==> config.mk <==
export PLATFORM = sky130hd
export DESIGN_NAME = sofs_ctrl
export DESIGN_NICKNAME = d
export VERILOG_FILES = /design/src/design/sofs_pkg.sv /design/src/design/sofs_ctrl.sv
export SDC_FILE = /design/constraint.sdc
export NUM_CORES = 1
export LEC_CHECK = 0
export BUFFER_PORTS_ARGS = -buffer_cell sky130_fd_sc_hd__buf_2
export CORE_UTILIZATION = 54
export CTS_CLUSTER_SIZE = 16
export DETAILED_ROUTE_END_ITERATION = 16
export PLACE_DENSITY = 0.81
export SLEW_MARGIN = 5
export SYNTH_ARGS = -nofsm -noshare
export SYNTH_HDL_FRONTEND = slang
export SYNTH_SLANG_ARGS = --single-unit
==> constraint.sdc <==
create_clock -name clk_i -period 2.55 [get_ports clk_i]
set_clock_uncertainty 0.1 [all_clocks]
set_input_delay 0.1275 -clock clk_i [delete_from_list [all_inputs] [get_ports clk_i]]
set_output_delay 0.1275 -clock clk_i [all_outputs]
set_load 0.03 [all_outputs]
==> src/design/sofs_pkg.sv <==
// Shared types, constants and arithmetic helpers for the state observer step.
// Used by sofs_ctrl, sofs_dp, sofs_checker and state_observer_feedback_step.
// No dependencies.
package sofs_pkg;

  // Sizing
  localparam int MAX_MODES   = 8;
  localparam int COEF_W      = 18;
  localparam int STATE_W     = 32;
  localparam int DIM_MAX     = 2 * MAX_MODES;
  localparam int IDX_W       = $clog2(DIM_MAX);
  localparam int DIM_W       = $clog2(DIM_MAX + 1);
  localparam int CNT_W       = $clog2(DIM_MAX + 2);
  localparam int COEF_DEPTH  = DIM_MAX * (DIM_MAX + 4);
  localparam int ADDR_W      = $clog2(COEF_DEPTH);

  // Fixed field widths
  localparam int FRAC        = 16;
  localparam int SAMPLE_W    = 16;
  localparam int OUT_W       = 16;
  localparam int IN_COEF_W   = 18;
  localparam int CFG_W       = 4;
  localparam int MODES_RESET = 8;

  // Multiplier operand B holds state, error or the shifted sample
  localparam int B_W     = ((STATE_W > SAMPLE_W + FRAC) ? STATE_W : SAMPLE_W + FRAC) + 1;
  localparam int PROD_W  = COEF_W + B_W;
  localparam int ACC_W   = PROD_W + $clog2(DIM_MAX + 3);
  localparam int WIDE_W  = ACC_W + 2;

  // Stream packing
  localparam int IN_USER_W    = 2;
  localparam int IN_TDATA_W   = 48;
  localparam int OUT_TDATA_W  = 32;
  localparam int TD_TBL_LSB   = 0;
  localparam int TD_ROW_LSB   = 3;
  localparam int TD_COL_LSB   = 7;
  localparam int TD_COEF_LSB  = 11;
  localparam int TD_SAMP_LSB  = 29;

  // Item commands
  localparam logic [1:0] CMD_PROCESS = 2'd0;
  localparam logic [1:0] CMD_WRITE   = 2'd1;
  localparam logic [1:0] CMD_CLEAR   = 2'd2;

  // Coefficient tables
  localparam logic [2:0] TBL_TRANS = 3'd0;
  localparam logic [2:0] TBL_OBS   = 3'd1;
  localparam logic [2:0] TBL_INP   = 3'd2;
  localparam logic [2:0] TBL_FB    = 3'd3;
  localparam logic [2:0] TBL_OUT   = 3'd4;

  // Multiplier B operand source
  typedef enum logic [1:0] {
    B_STATE,
    B_ERR,
    B_SAMPLE
  } bsel_e;

  // Where a finished accumulation goes
  typedef enum logic [1:0] {
    D_ROW,
    D_DRIVE,
    D_PRED
  } dest_e;

  // One multiply-accumulate term issued by the controller
  typedef struct packed {
    logic              issue;
    logic              first;
    logic              last;
    bsel_e             bsel;
    dest_e             dest;
    logic [IDX_W-1:0]  idx;
    logic [IDX_W-1:0]  row;
    logic [ADDR_W-1:0] addr;
  } mac_cmd_t;

  // Controller to datapath commands
  typedef struct packed {
    mac_cmd_t         mac;
    logic             coef_we;
    logic             clear;
    logic             start;
    logic             copy;
    logic [DIM_W-1:0] dim;
  } dp_cmd_t;

  // Tag that travels down the MAC pipeline
  typedef struct packed {
    logic             valid;
    logic             first;
    logic             last;
    dest_e            dest;
    logic [IDX_W-1:0] row;
  } mac_tag_t;

  // Coefficient memory map: transition matrix, then the four vectors
  function automatic logic [ADDR_W-1:0] coef_addr(input logic [2:0] tbl,
                                                  input logic [IDX_W-1:0] row,
                                                  input logic [IDX_W-1:0] col);
    case (tbl)
      TBL_TRANS: coef_addr = ADDR_W'(row) * ADDR_W'(DIM_MAX) + ADDR_W'(col);
      TBL_OBS:   coef_addr = ADDR_W'(DIM_MAX * DIM_MAX) + ADDR_W'(row);
      TBL_INP:   coef_addr = ADDR_W'(DIM_MAX * (DIM_MAX + 1)) + ADDR_W'(row);
      TBL_FB:    coef_addr = ADDR_W'(DIM_MAX * (DIM_MAX + 2)) + ADDR_W'(row);
      TBL_OUT:   coef_addr = ADDR_W'(DIM_MAX * (DIM_MAX + 3)) + ADDR_W'(row);
      default:   coef_addr = '0;
    endcase
  endfunction

  // Round half up from Q.32 to Q.16, saturate to the state width
  function automatic logic signed [STATE_W-1:0] round_sat_state(
      input logic signed [ACC_W-1:0] acc);
    logic signed [WIDE_W-1:0] sum;
    logic signed [WIDE_W-1:0] sh;
    logic signed [WIDE_W-1:0] hi;
    logic signed [WIDE_W-1:0] lo;
    sum = WIDE_W'(acc) + (WIDE_W'(1) <<< (FRAC - 1));
    sh  = sum >>> FRAC;
    hi  = (WIDE_W'(1) <<< (STATE_W - 1)) - WIDE_W'(1);
    lo  = ~hi;
    if (sh > hi) begin
      return hi[STATE_W-1:0];
    end else if (sh < lo) begin
      return lo[STATE_W-1:0];
    end
    return sh[STATE_W-1:0];
  endfunction

  // Negate, round half up from Q.32 to an integer, saturate to 16 bits
  function automatic logic signed [OUT_W-1:0] round_sat_drive(
      input logic signed [ACC_W-1:0] acc);
    logic signed [WIDE_W-1:0] sum;
    logic signed [WIDE_W-1:0] sh;
    logic signed [WIDE_W-1:0] hi;
    logic signed [WIDE_W-1:0] lo;
    sum = -WIDE_W'(acc) + (WIDE_W'(1) <<< (2 * FRAC - 1));
    sh  = sum >>> (2 * FRAC);
    hi  = (WIDE_W'(1) <<< (OUT_W - 1)) - WIDE_W'(1);
    lo  = ~hi;
    if (sh > hi) begin
      return hi[OUT_W-1:0];
    end else if (sh < lo) begin
      return lo[OUT_W-1:0];
    end
    return sh[OUT_W-1:0];
  endfunction

  // Round a Q.16 prediction half up to an integer, saturate to 16 bits
  function automatic logic signed [OUT_W-1:0] round_sat_out(
      input logic signed [STATE_W-1:0] pred);
    logic signed [WIDE_W-1:0] sum;
    logic signed [WIDE_W-1:0] sh;
    logic signed [WIDE_W-1:0] hi;
    logic signed [WIDE_W-1:0] lo;
    sum = WIDE_W'(pred) + (WIDE_W'(1) <<< (FRAC - 1));
    sh  = sum >>> FRAC;
    hi  = (WIDE_W'(1) <<< (OUT_W - 1)) - WIDE_W'(1);
    lo  = ~hi;
    if (sh > hi) begin
      return hi[OUT_W-1:0];
    end else if (sh < lo) begin
      return lo[OUT_W-1:0];
    end
    return sh[OUT_W-1:0];
  endfunction

endpackage

==> src/design/sofs_ctrl.sv <==
// Sequencer for the observer step: input handshake, mode register and the
// MAC schedule over the coefficient memory. Depends on sofs_pkg.
module sofs_ctrl (
  input  logic                       clk_i,
  input  logic                       rst_ni,
  input  logic                       cfg_valid_i,
  input  logic [sofs_pkg::CFG_W-1:0] cfg_data_i,
  output logic                       cfg_ready_o,
  input  logic                       in_valid_i,
  input  logic [1:0]                 in_cmd_i,
  output logic                       in_ready_o,
  input  logic                       out_free_i,
  output logic                       load_out_o,
  output sofs_pkg::dp_cmd_t          cmd_o
);

  typedef enum logic [6:0] {
    ST_IDLE      = 7'b0000001,
    ST_ROWS      = 7'b0000010,
    ST_ROW_DRAIN = 7'b0000100,
    ST_COPY      = 7'b0001000,
    ST_DOT       = 7'b0010000,
    ST_DOT_DRAIN = 7'b0100000,
    ST_DONE      = 7'b1000000
  } state_e;

  // Last drain count; the last issued term's result is stored as the drain ends
  localparam logic [1:0] DRAIN_LAST = 2'd2;

  state_e                          state_q, state_d;
  logic [sofs_pkg::IDX_W-1:0]      row_q, row_d;
  logic [sofs_pkg::CNT_W-1:0]      term_q, term_d;
  logic                            pass_q, pass_d;
  logic [1:0]                      drain_q, drain_d;
  logic [sofs_pkg::CFG_W-1:0]      modes_q;
  logic [sofs_pkg::DIM_W-1:0]      dim;
  logic [sofs_pkg::CNT_W-1:0]      dim_cnt;
  logic                            row_is_last;

  // Mode register, written only while idle
  assign cfg_ready_o = (state_q == ST_IDLE);

  always_ff @(posedge clk_i or negedge rst_ni) begin
    if (!rst_ni) begin
      modes_q <= sofs_pkg::CFG_W'(sofs_pkg::MODES_RESET);
    end else if (cfg_valid_i && cfg_ready_o) begin
      modes_q <= cfg_data_i;
    end
  end

  // Clamp the mode count and derive the active dimension
  always_comb begin
    if (modes_q == '0) begin
      dim = sofs_pkg::DIM_W'(2);
    end else if (int'(modes_q) > sofs_pkg::MAX_MODES) begin
      dim = sofs_pkg::DIM_W'(sofs_pkg::DIM_MAX);
    end else begin
      dim = sofs_pkg::DIM_W'({modes_q, 1'b0});
    end
  end

  assign dim_cnt     = sofs_pkg::CNT_W'(dim);
  assign row_is_last = (sofs_pkg::DIM_W'(row_q) == dim - sofs_pkg::DIM_W'(1));

  // Next state and command decode
  always_comb begin
    state_d    = state_q;
    row_d      = row_q;
    term_d     = term_q;
    pass_d     = pass_q;
    drain_d    = drain_q;
    in_ready_o = 1'b0;
    load_out_o = 1'b0;
    cmd_o      = '0;
    cmd_o.dim  = dim;

    case (state_q)
      ST_IDLE: begin
        in_ready_o = 1'b1;
        if (in_valid_i) begin
          case (in_cmd_i)
            sofs_pkg::CMD_PROCESS: begin
              cmd_o.start = 1'b1;
              row_d       = '0;
              term_d      = '0;
              state_d     = ST_ROWS;
            end
            sofs_pkg::CMD_WRITE: cmd_o.coef_we = 1'b1;
            sofs_pkg::CMD_CLEAR: cmd_o.clear   = 1'b1;
            default: ;
          endcase
        end
      end

      // One state row: matrix terms, then observer gain, then input gain
      ST_ROWS: begin
        cmd_o.mac.issue = 1'b1;
        cmd_o.mac.first = (term_q == '0);
        cmd_o.mac.dest  = sofs_pkg::D_ROW;
        cmd_o.mac.row   = row_q;
        cmd_o.mac.idx   = term_q[sofs_pkg::IDX_W-1:0];
        if (term_q < dim_cnt) begin
          cmd_o.mac.bsel = sofs_pkg::B_STATE;
          cmd_o.mac.addr = sofs_pkg::coef_addr(sofs_pkg::TBL_TRANS, row_q,
                                               term_q[sofs_pkg::IDX_W-1:0]);
          term_d = term_q + sofs_pkg::CNT_W'(1);
        end else if (term_q == dim_cnt) begin
          cmd_o.mac.bsel = sofs_pkg::B_ERR;
          cmd_o.mac.addr = sofs_pkg::coef_addr(sofs_pkg::TBL_OBS, row_q, '0);
          term_d = term_q + sofs_pkg::CNT_W'(1);
        end else begin
          cmd_o.mac.bsel = sofs_pkg::B_SAMPLE;
          cmd_o.mac.last = 1'b1;
          cmd_o.mac.addr = sofs_pkg::coef_addr(sofs_pkg::TBL_INP, row_q, '0);
          term_d = '0;
          if (row_is_last) begin
            drain_d = '0;
            state_d = ST_ROW_DRAIN;
          end else begin
            row_d = row_q + sofs_pkg::IDX_W'(1);
          end
        end
      end

      ST_ROW_DRAIN: begin
        drain_d = drain_q + 2'd1;
        if (drain_q == DRAIN_LAST) begin
          state_d = ST_COPY;
        end
      end

      ST_COPY: begin
        cmd_o.copy = 1'b1;
        term_d     = '0;
        pass_d     = 1'b0;
        state_d    = ST_DOT;
      end

      // Feedback dot product, then output dot product, on the new state
      ST_DOT: begin
        cmd_o.mac.issue = 1'b1;
        cmd_o.mac.first = (term_q == '0);
        cmd_o.mac.last  = (term_q == dim_cnt - sofs_pkg::CNT_W'(1));
        cmd_o.mac.bsel  = sofs_pkg::B_STATE;
        cmd_o.mac.dest  = pass_q ? sofs_pkg::D_PRED : sofs_pkg::D_DRIVE;
        cmd_o.mac.idx   = term_q[sofs_pkg::IDX_W-1:0];
        cmd_o.mac.addr  = sofs_pkg::coef_addr(pass_q ? sofs_pkg::TBL_OUT : sofs_pkg::TBL_FB,
                                              term_q[sofs_pkg::IDX_W-1:0], '0);
        if (cmd_o.mac.last) begin
          term_d = '0;
          if (pass_q) begin
            drain_d = '0;
            state_d = ST_DOT_DRAIN;
          end else begin
            pass_d = 1'b1;
          end
        end else begin
          term_d = term_q + sofs_pkg::CNT_W'(1);
        end
      end

      ST_DOT_DRAIN: begin
        drain_d = drain_q + 2'd1;
        if (drain_q == DRAIN_LAST) begin
          state_d = ST_DONE;
        end
      end

      // Hand the result to the output register once it has room
      ST_DONE: begin
        if (out_free_i) begin
          load_out_o = 1'b1;
          state_d    = ST_IDLE;
        end
      end

      default: state_d = ST_IDLE;
    endcase
  end

  always_ff @(posedge clk_i or negedge rst_ni) begin
    if (!rst_ni) begin
      state_q <= ST_IDLE;
      row_q   <= '0;
      term_q  <= '0;
      pass_q  <= 1'b0;
      drain_q <= '0;
    end else begin
      state_q <= state_d;
      row_q   <= row_d;
      term_q  <= term_d;
      pass_q  <= pass_d;
      drain_q <= drain_d;
    end
  end

endmodule

# --- Word level (Yosys, flattened, before mapping) ---
# Index checks and enable logic that the tools add are counted.
# Widths: inputs -> output; s select.
word_totals:
  reg_bits: 23
  in_bits: 11
  out_inout_bits: 36
  word_cells: 116
op_classes:
  add_sub_neg: 11
  magnitude_cmp: 2
  eq_ne: 28
  n_mux: 54
  n_reduce_logical: 15
op_table:
  columns: ["cell", "n"]
  rows:
  - ["$mux 7", 10]
  - ["$add 9x4->9 const A", 6]
  - ["$pmux 7 s7", 1]
  - ["$pmux 9 s5", 1]
  - ["$mux 5", 7]
  - ["$mux 4", 6]
  - ["$pmux 11 s2", 1]
  - ["$pmux 5 s4", 1]
  - ["$mux 9", 2]
  - ["$ne 2x2->1 const B", 9]
  - ["$pmux 9 s2", 1]
  - ["$mux 2", 8]
  - ["$reduce_and 6->1", 2]
  - ["$eq 5x5->1", 2]
  - ["$mux 1", 10]
  - ["$reduce_and 10->1", 1]
  - ["$add 8x4->9", 1]
  - ["$mux 3", 3]
  - ["$pmux 4 s2", 1]
  - ["$eq 7x1->1 const B", 1]
  - ["$eq 7x2->1 const B", 1]
  - ["$eq 7x3->1 const B", 1]
  - ["$eq 7x4->1 const B", 1]
  - ["$eq 7x5->1 const B", 1]
  - ["28 further kinds", 32]

# --- Longest topological paths before layout ---
# Gate-level depths: netlist of run 1.
depth:
  word_depth: 9
  ltp_mapped: 9
  depth_no_buf: 9

# --- Worst setup path before layout of run 1 ---
# No wires, ideal clock.
synth_timing:
  path_kind: "reg-to-reg"
  start: "register modes_q[1] (netlist name)"
  end: "register state_q[1]"
  setup_ps: 125
  arrival_ps: 2465
  required_time_ps: 2325
  slack_ps: -140
  path_stages_with_launch: 10
  n_path_buf: 0
  synth_period_minus_slack_ps: 2690
  cell_sequence: "dfrtp_1 -> o21ba_2 -> nor2_1 -> inv_1 -> ha_1 -> xnor3_1 -> o2111ai_1 -> and2_2 -> nor2_2 -> mux2_4"
synth_lines:
  columns: ["element", "line", "source"]
  rows:
  - ["start, declared", "sofs_ctrl.sv:35", "logic [sofs_pkg::CFG_W-1:0] modes_q;"]
  - ["start signal, assigned", "sofs_ctrl.sv:45", "modes_q <= sofs_pkg::CFG_W'(sofs_pkg::MODES_RESET);"]
  - ["start signal, assigned", "sofs_ctrl.sv:47", "modes_q <= cfg_data_i;"]
  - ["end signal, assigned", "sofs_ctrl.sv:189", "state_q <= state_d;"]
  - ["end, declared", "sofs_ctrl.sv:30", "state_e state_q, state_d;"]

==> results of run 1 <==
## flip-flops by register name (all words and copies together), names as in the netlist
register and cells:
drain_q 2, state_q 7, term_q 5, pass_q 1, modes_q 4, row_q 4
## what timing repair did
item	4_1_cts	5_1_grt
pin swaps	2	5
gates resized for setup	9	37
setup endpoints to repair	7	12
setup buffers	3	1
hold buffers	5	0
cloned	0	0
endpoints found under the hold margin	25	0
## Yosys cell counts (all sizes together), types with 2 or more instances
cell,number
a22o,7
dfstp,2
a21oi,11
and3,4
a21o,2
nand3,8
inv,11
nor2b,4
o21a,2
nor2,21
buf,5
and4b,3
clkbuf,5
and2,11
o31a,2
xnor2,3
nand3b,2
o31ai,6
xor2,3
dfrtp,21
o21ai,13
nand2b,6
nor3,7
ha,9
mux2,5
nand2,20
xnor3,2
o21ba,2
nor4,2
nor3b,2
## power by group
part           total, uW  internal, uW  switching, uW
clock                179          61.2            118
combinational       2110           861           1250
sequential           645           476            169
total               2930          1400           1530
## final timing paths
kind	start	to	slack, ns	cells past startpoint
worst max-delay path	modes_q[3]$_DFFE_PN1P_	cmd_o[30]	0.01	8
worst min-delay path	out_free_i	state_q[6]$_DFFE_PN0P_	0.11	4
worst max register to register	modes_q[1]$_DFFE_PN0P_	state_q[1]$_DFFE_PN0P_	0.04	9
worst min register to register	modes_q[0]$_DFFE_PN0P_	modes_q[0]$_DFFE_PN0P_	0.44	1
max in group asynchronous	rst_ni	state_q[0]$_DFFE_PN1P_	1.76	2
min in group asynchronous	rst_ni	term_q[4]$_DFFE_PN0P_	0.21	2
## critical path, delay by kind of cell (launching register included)
kind	cells	cell delay, ns
AO/OA/AOI/OAI	3	0.56
adder cells (fa/ha/maj)	1	0.29
buffers and inverters	3	0.43
flip-flops	1	0.62
AND/OR/NAND/NOR	1	0.08
## kinds of logic (layout without fill, tap and decap cells)
kind of cell,after synthesis,count (layout)
other cells,1,1
mux,5,5
flops,23,23
buf+inv,21,76
compound gates,54,54
fa+ha+maj,9,9
simple gates,95,95
xor+xnor,8,8
## metrics by stage
stage               setup TNS (ns)  instances  instance area [um2]  total power, uW  hold slack (ns)
detailed placement               0        304                 2170             2260           0.0380
finish                           0        317                 2470             2930            0.111
floorplan                        0        216                 1900             1930           -0.268
global placement                 0        304                 2170             2230           0.0324
global route                -0.320        317                 2470             3110            0.131
CTS                              0        316                 2310             2560            0.112
## cell type report
type,count,share of cell area [%]
Timing Repair Buffer,61,15.7
Clock buffer,4,1.06
Multi-Input combinational cell,172,55.8
Sequential cell,23,23.4
Tap cell,46,2.33
Inverter,11,1.77
## metal layers
layer | wire [um] | vias to the layer above | global-route usage [%] | share of wire [%]
li1 | - | 881 | - | -
met1 | 2110 | 874 | 40.1 | 39
met2 | 2600 | 138 | 45.5 | 47
met3 | 506 | 31 | 2.31 | 9.2
met4 | 261 | 0 | 11.4 | 4.8
met5 | 0 | - | 0 | 0
==> results.toml, run 1 <==
[outcome]
outcome = "finished, final reports clean"

[synth]
synth_seq_area_share_pct = 30.4
synthAdderAreaFrac_pct = 5.93
synthMuxAreaShare_pct = 3.16
synth-main-ff-cell = "dfrtp_1"
synth_edf_count = 0
synth.area.top_cells = "dfrtp_1 (28%), ha_1 (5.9%), nand2_1 (4.0%)"
yosysWarnings = 0
synth_top_area_share_pct = 27.7
synth_seq_cells = 23
synth_xor_area_share_pct = 5.14
yosys.area_share.simple_pct = 29.1
avgSynthCellArea_um2 = 8.79
async_reset_ff_share_pct = 100
yosysUniqueCellTypes = 64
synth_compound_area_share_pct = 20.4
synth_top_area_cell = "dfrtp_1"
synth_top_family_by_area = "simple AND/OR/NAND/NOR gates"
syn-num-nets = 236
netlist_area_um2 = 1900
postSynthCellCount = 216

[clock_tree]
numCtsBuffers = 3
cts.clk_slew.worst_paths_ns = 0.14
cts_buffer_depth = 2
h-tree-depth = 1
cts_tree = "yes"
root_buffer = "clkbuf_4"
insertion_delay_ns = 0.32
clkSinkCount = 23

[sta]
worstMarginPinSlew_ns = 0.539
clock.fmax_mhz = 394
rsz0062_at_grt = "yes"
min_period_over_period_pct = 99.6
setup_viol = 0
slew_headroom_pct = 64.0
finalHoldViolations = 0
final.min_clock_period_ns = 2.54
slew_violations = 0
fin_ws_ns = 0.00982

[cells_and_area]
diodes = 0
final_common_cell = "buf_2"
utilization_pct = 73.5
final_cell_mix = "buf_2 (39), dfrtp_1 (21), nand2_1 (17)"
fillers = 253
seq_area_um2 = 578
nets = 292
drive_above_1_share_pct = 39.9
multi_input_area_um2 = 1380
syn2layout_area_growth_pct = 30.2

[place]
gp_congestion = 0.844
hpwl_mm = 3.44
dp_slack_ns = 0.150
io_buffers = 45

[route]
wire_per_inst_um = 17.3
first_iter_violations = 114
drc = 0
ant_nets = 0
dr.pass1.iters = 5
viasPerCell = 6.07
drt-total-wl_mm = 5.47
vias = 1924

[global_routing]
first_global_vias = 1619
overflow = 0
grt_max_degree = 24
grtUsageTotal_pct = 28.5
antenna_found_initial = 0
grt_pass1_wl_mm = 7.74

[critical_path]
critPathKind = "reg -> out"
cpPeakStageDelay_ns = 0.62
critPathArrivalTime_ns = 2.31
cp.required_ns = 2.32
worstPathCellList = "inv_4, ha_4, nand2_4, a21oi_4, o21ai_1, buf_4, o22ai_1, buf_4"
crit_path_max_fanout = 4
crit_top_cell = "buf_4"
crit_path_end_kind = "output port"
critPathSlowestCell = "dfstp_2"
worst_setup_path_start_kind = "register"

[die]
core_area_um2 = 3360
fp.dieArea_um2 = 3760
fp.dieH_um = 61.3
die_w_um = 61.3
ioPinCount = 47
initial_utilization_pct = 56.5
fp-row-count = 21

[pwr]
p_leak_uw = 0.00123
power_density_nw_per_um2 = 1190
ir_drop_v = 0.000718

[flow_run]
max_cap_violations = 0

[worst_hold_path]
hold_path.class = "in -> reg"
Note: power is estimated with default switching activity, not from simulation.
==> inputs of run 2 (changes only) <==
- PLACE_DENSITY: 0.81 -> 0.89
==> results.toml, run 2 (same netlist as run 1, synthesis figures left out) <==
[pwr]
power_density_nw_per_um2 = 1150
p_leak_uw = 0.00120
finalPower_uw = 2690
ir_drop_v = 0.000809

[die]
die_w_um = 61.3
core_area_um2 = 3360
initial_utilization_pct = 56.5
fp.dieArea_um2 = 3760
fp.dieH_um = 61.3
ioPinCount = 47
fp-row-count = 21

[cells_and_area]
syn2layout_area_growth_pct = 23.7
final_common_cell = "buf_2"
largest_registers = "state_q (7), term_q (5)"
fillers = 280
finalInstanceArea_um2 = 2350
drive_above_1_share_pct = 35.8
seq_area_um2 = 578
top_register = "state_q"
final_cells = 314
diodes = 0
final_cell_mix = "buf_2 (42), dfrtp_1 (21), nand2_1 (19)"
multi_input_area_um2 = 1300
nets = 289
largest_register_ffs = 7

[critical_path]
cp.required_ns = 2.67
rrSetupSlack_ns = 0.05
critPathArrivalTime_ns = 2.62
worst_setup_path_start_kind = "register"
crit_end = "state_q[1]$_DFFE_PN0P_"
ff2ff_path_depth = 9
reg2reg_from = "modes_q[1]$_DFFE_PN0P_"
crit_path_end_kind = "register"
critPathKind = "reg -> reg"
crit_path_max_fanout = 4
startpoint = "modes_q[1]$_DFFE_PN0P_"
r2r-end = "state_q[1]$_DFFE_PN0P_"

[global_routing]
grt-busiest-layer = "met2"
overflow = 0
grtUsageMet3_pct = 5.25
antenna_found_initial = 0
first_global_vias = 1555
grtUsageTotal_pct = 25.6
grt_pass1_wl_mm = 7.02
gr-usage-met2_pct = 40.4
use_met1_pct = 35.1
grt_max_degree = 24

[clock_tree]
cts_tree = "yes"
cts_buffer_depth = 2
insertion_delay_ns = 0.32
clkSinkCount = 23
root_buffer = "clkbuf_4"
numCtsBuffers = 3
h-tree-depth = 1
cts.clk_slew.worst_paths_ns = 0.13

[route]
wire_per_inst_um = 15.0
ant_nets = 0
viasPerCell = 5.76
dr.pass1.iters = 4
first_iter_violations = 148
vias = 1809
drc = 0
drt-total-wl_mm = 4.71

[sta]
slew_headroom_pct = 66.2
worstMarginPinSlew_ns = 0.506
slew_violations = 0
rsz0062_at_grt = "yes"
finalHoldViolations = 0
final.min_clock_period_ns = 2.50
setup_viol = 0
fin_setup_tns_ns = 0
timing.hold.ws_ns = 0.117
clock.fmax_mhz = 400
min_period_over_period_pct = 98.1

[place]
gp_congestion = 0.953
hpwl_mm = 3.51
placed_area_um2 = 2150
io_buffers = 45
place_inst = 302

[worst_hold_path]
hold_path.class = "in -> reg"

[flow_run]
max_cap_violations = 0

[outcome]
outcome = "finished, final reports clean"
run 2: changes by cell type in the layout (fill, tap and decap cells not counted), moves of 2 or more:
cell | previous run | this run
ha_1 | 5 | 8
buf_6 | 4 | 0
buf_2 | 39 | 42
o31ai_2 | 2 | 0
buf_4 | 13 | 10
ha_4 | 4 | 1
o31ai_1 | 4 | 6
nand2_1 | 17 | 19
run 2: repair_timing:
action                     in CTS  in global routing
hold buffers                    5                  0
pin swaps                       0                  4
setup buffers                   2                  1
resized for setup               5                 18
hold endpoints to repair       25                  0
setup endpoints to repair       6                 12
run 2: layout make-up:
| type | instances | share of cell area [%] |
|---|---|---|
| multi-input cells | 172 | 55.4 |
| clock inverters | 1 | 0.213 |
| inverters | 11 | 1.76 |
| well taps | 46 | 2.45 |
| flip-flops and latches | 23 | 24.6 |
| clock buffers | 3 | 0.958 |
| repair buffers | 58 | 14.6 |
run 2: metal layers:
layer	share of wire (%)	wire length, um
met3	8.3	390
met5	0	0
met1	43	2020
met2	48	2250
met4	1.0	48
run 2: worst min-delay path by stage:
stage	to	start	slack, ns	depth (start not counted)
finish	state_q[6]$_DFFE_PN0P_	out_free_i	0.12	4
global route	state_q[6]$_DFFE_PN0P_	out_free_i	0.13	4
CTS	state_q[6]$_DFFE_PN0P_	out_free_i	0.11	4
detailed placement	term_q[2]$_DFFE_PN0P_	rst_ni	0.03	1
global placement	term_q[3]$_DFFE_PN0P_	rst_ni	0.03	1
floorplan	drain_q[0]$_DFFE_PN0P_	rst_ni	-0.27	0
run 2: power by group:
part           total (uW)  switching [uW]  internal, uW
Sequential            628             152           476
Combinational        1890            1140           754
Clock                 175             116          58.7
run 2: stage by stage:
stage | utilization [%] | setup WS (ns)
3_5_place_dp | 64.1 | 0.0897
5_1_grt | 69.9 | -0.0606
2_1_floorplan | - | 0.0406
4_1_cts | 67.4 | 0.0182
3_3_place_gp | 64.1 | 0.213
6_report | 69.9 | 0.0479
run 2: critical path: stages, from the launching register on:
cell	delay (ns)
dfrtp_1	0.43
o21ba_4	0.24
nor2_2	0.14
inv_1	0.06
ha_1	0.33
xor2_1	0.19
o2111ai_2	0.18
and2_2	0.26
nor2_2	0.15
mux2_4	0.31
==> inputs of run 3 (changes only) <==
- CORE_UTILIZATION: 54 -> 55
- CTS_BUF_LIST: not set -> sky130_fd_sc_hd__clkbuf_4 sky130_fd_sc_hd__clkbuf_8
- PLACE_DENSITY: 0.89 -> 0.9
==> results.toml, run 3 (same netlist as run 1, synthesis figures left out) <==
[critical_path]
reg2reg_from = "modes_q[1]$_DFFE_PN0P_"
cp.required_ns = 2.70
crit_top_cell = "nor2_2"
crit_path_end_kind = "register"
critPathSlowestCell = "dfrtp_1"
ff2ff_path_depth = 9
crit_end = "state_q[1]$_DFFE_PN0P_"
worst_setup_path_start_kind = "register"
r2r-end = "state_q[1]$_DFFE_PN0P_"
startpoint = "modes_q[1]$_DFFE_PN0P_"
rrSetupSlack_ns = -0.08
cpPeakStageDelay_ns = 0.43
worstPathCellList = "o21ba_4, nor2_2, inv_1, ha_1, xnor3_1, o2111ai_2, and2_2, nor2_2, mux2_4"
critPathKind = "reg -> reg"
critPathArrivalTime_ns = 2.78
crit_path_max_fanout = 4

[route]
ant_nets = 0
drc = 0
drt-total-wl_mm = 5.51
dr.pass1.iters = 5
wire_per_inst_um = 17.5
vias = 1931
first_iter_violations = 173
viasPerCell = 6.13

[cells_and_area]
finalInstanceArea_um2 = 2410
largest_register_ffs = 7
utilization_pct = 76.3
syn2layout_area_growth_pct = 26.7
top_register = "state_q"
final_common_cell = "buf_2"
nets = 292
largest_registers = "state_q (7), term_q (5)"
final_cell_mix = "buf_2 (43), dfrtp_1 (21), nand2_1 (18)"
drive_above_1_share_pct = 38.0
diodes = 0

[sta]
clock.fmax_mhz = 380
rsz0062_at_grt = "yes"
slew_headroom_pct = 64.1
timing.hold.ws_ns = 0.109
min_period_over_period_pct = 103
finalHoldViolations = 0
slew_violations = 0
fin_ws_ns = -0.0821
setup_viol = 3
final.min_clock_period_ns = 2.63
worstMarginPinSlew_ns = 0.539

[clock_tree]
h-tree-depth = 1
cts_buffer_depth = 2
clkSinkCount = 23
cts.clk_slew.worst_paths_ns = 0.15
insertion_delay_ns = 0.34
root_buffer = "clkbuf_4"
cts_tree = "yes"
numCtsBuffers = 3

[worst_hold_path]
hold_path.class = "in -> reg"

[die]
fp-row-count = 20
core_area_um2 = 3150
fp.dieArea_um2 = 3690
fp.dieH_um = 60.8
ioPinCount = 47
die_w_um = 60.8
initial_utilization_pct = 60.2

[global_routing]
overflow = 0
grt_max_degree = 24
antenna_found_initial = 0
first_global_vias = 1681
grt_pass1_wl_mm = 7.49
grtUsageTotal_pct = 27.2

[place]
hpwl_mm = 3.49
io_buffers = 45
dp_slack_ns = 0.142
gp_congestion = 0.894
placed_area_um2 = 2170

[pwr]
p_leak_uw = 0.00122
ir_drop_v = 0.000909
power_density_nw_per_um2 = 1210

[outcome]
outcome = "complete, but fails checks"
violations = "setup timing"

[flow_run]
max_cap_violations = 0
==> run 3: per-stage QoR <==
step | cells | TNS (ns) | total power [uW]
after global placement | 302 | 0 | 2260
after global routing | 315 | -0.949 | 3080
after detailed placement | 302 | 0 | 2300
after CTS | 312 | 0 | 2530
final | 315 | -0.103 | 2910
after floorplan | 216 | 0 | 1930
==> run 3: critical path: cells and delay by family (launching register included) <==
family	cells	cell delay [ns]
compound gates	2	0.44
mux	1	0.30
buf+inv	1	0.07
simple gates	3	0.57
fa+ha+maj	1	0.25
xor+xnor	1	0.38
flops	1	0.43
==> run 3: worst min-delay path by stage <==
stage / startpoint / slack, ns / to / depth (start not counted)
after floorplan: rst_ni / -0.27 / drain_q[0]$_DFFE_PN0P_ / 0
after global placement: rst_ni / 0.03 / state_q[2]$_DFFE_PN0P_ / 1
after detailed placement: rst_ni / 0.04 / state_q[2]$_DFFE_PN0P_ / 1
after CTS: out_free_i / 0.12 / state_q[6]$_DFFE_PN0P_ / 4
after global routing: out_free_i / 0.11 / state_q[6]$_DFFE_PN0P_ / 4
final: out_free_i / 0.11 / state_q[6]$_DFFE_PN0P_ / 4
==> run 3: layout make-up <==
cell class                      instances  area (um2)
Clock buffer                            3        22.5
Fill cell                             221         747
Multi-Input combinational cell        172        1340
Tap cell                               44        55.1
Inverter                               11        41.3
Timing Repair Buffer                   61         367
Sequential cell                        23         578
Clock inverter                          1        7.51
==> run 3: where the power goes <==
part / internal [uW] / switching, uW / total (uW)
logic: 827 / 1270 / 2100
clock network: 60.3 / 130 / 191
registers: 476 / 138 / 615
==> run 3: what timing repair did <==
action                                  CTS  global route
setup buffers                             1             3
gates resized for setup                   5            22
hold buffers                              5             0
pin swaps                                 0             4
hold endpoints to repair                 25             0
cloned                                    0             0
endpoints found under the setup margin    8            10
==> run 3: layer usage <==
layer	wire length, um	share of wire [%]	vias up	GRT usage, %
li1	-	-	881	-
met1	2210	40	902	37.0
met2	2560	47	126	45.2
met3	520	9.4	22	3.62
met4	212	3.9	0	8.44
met5	0	0	-	0
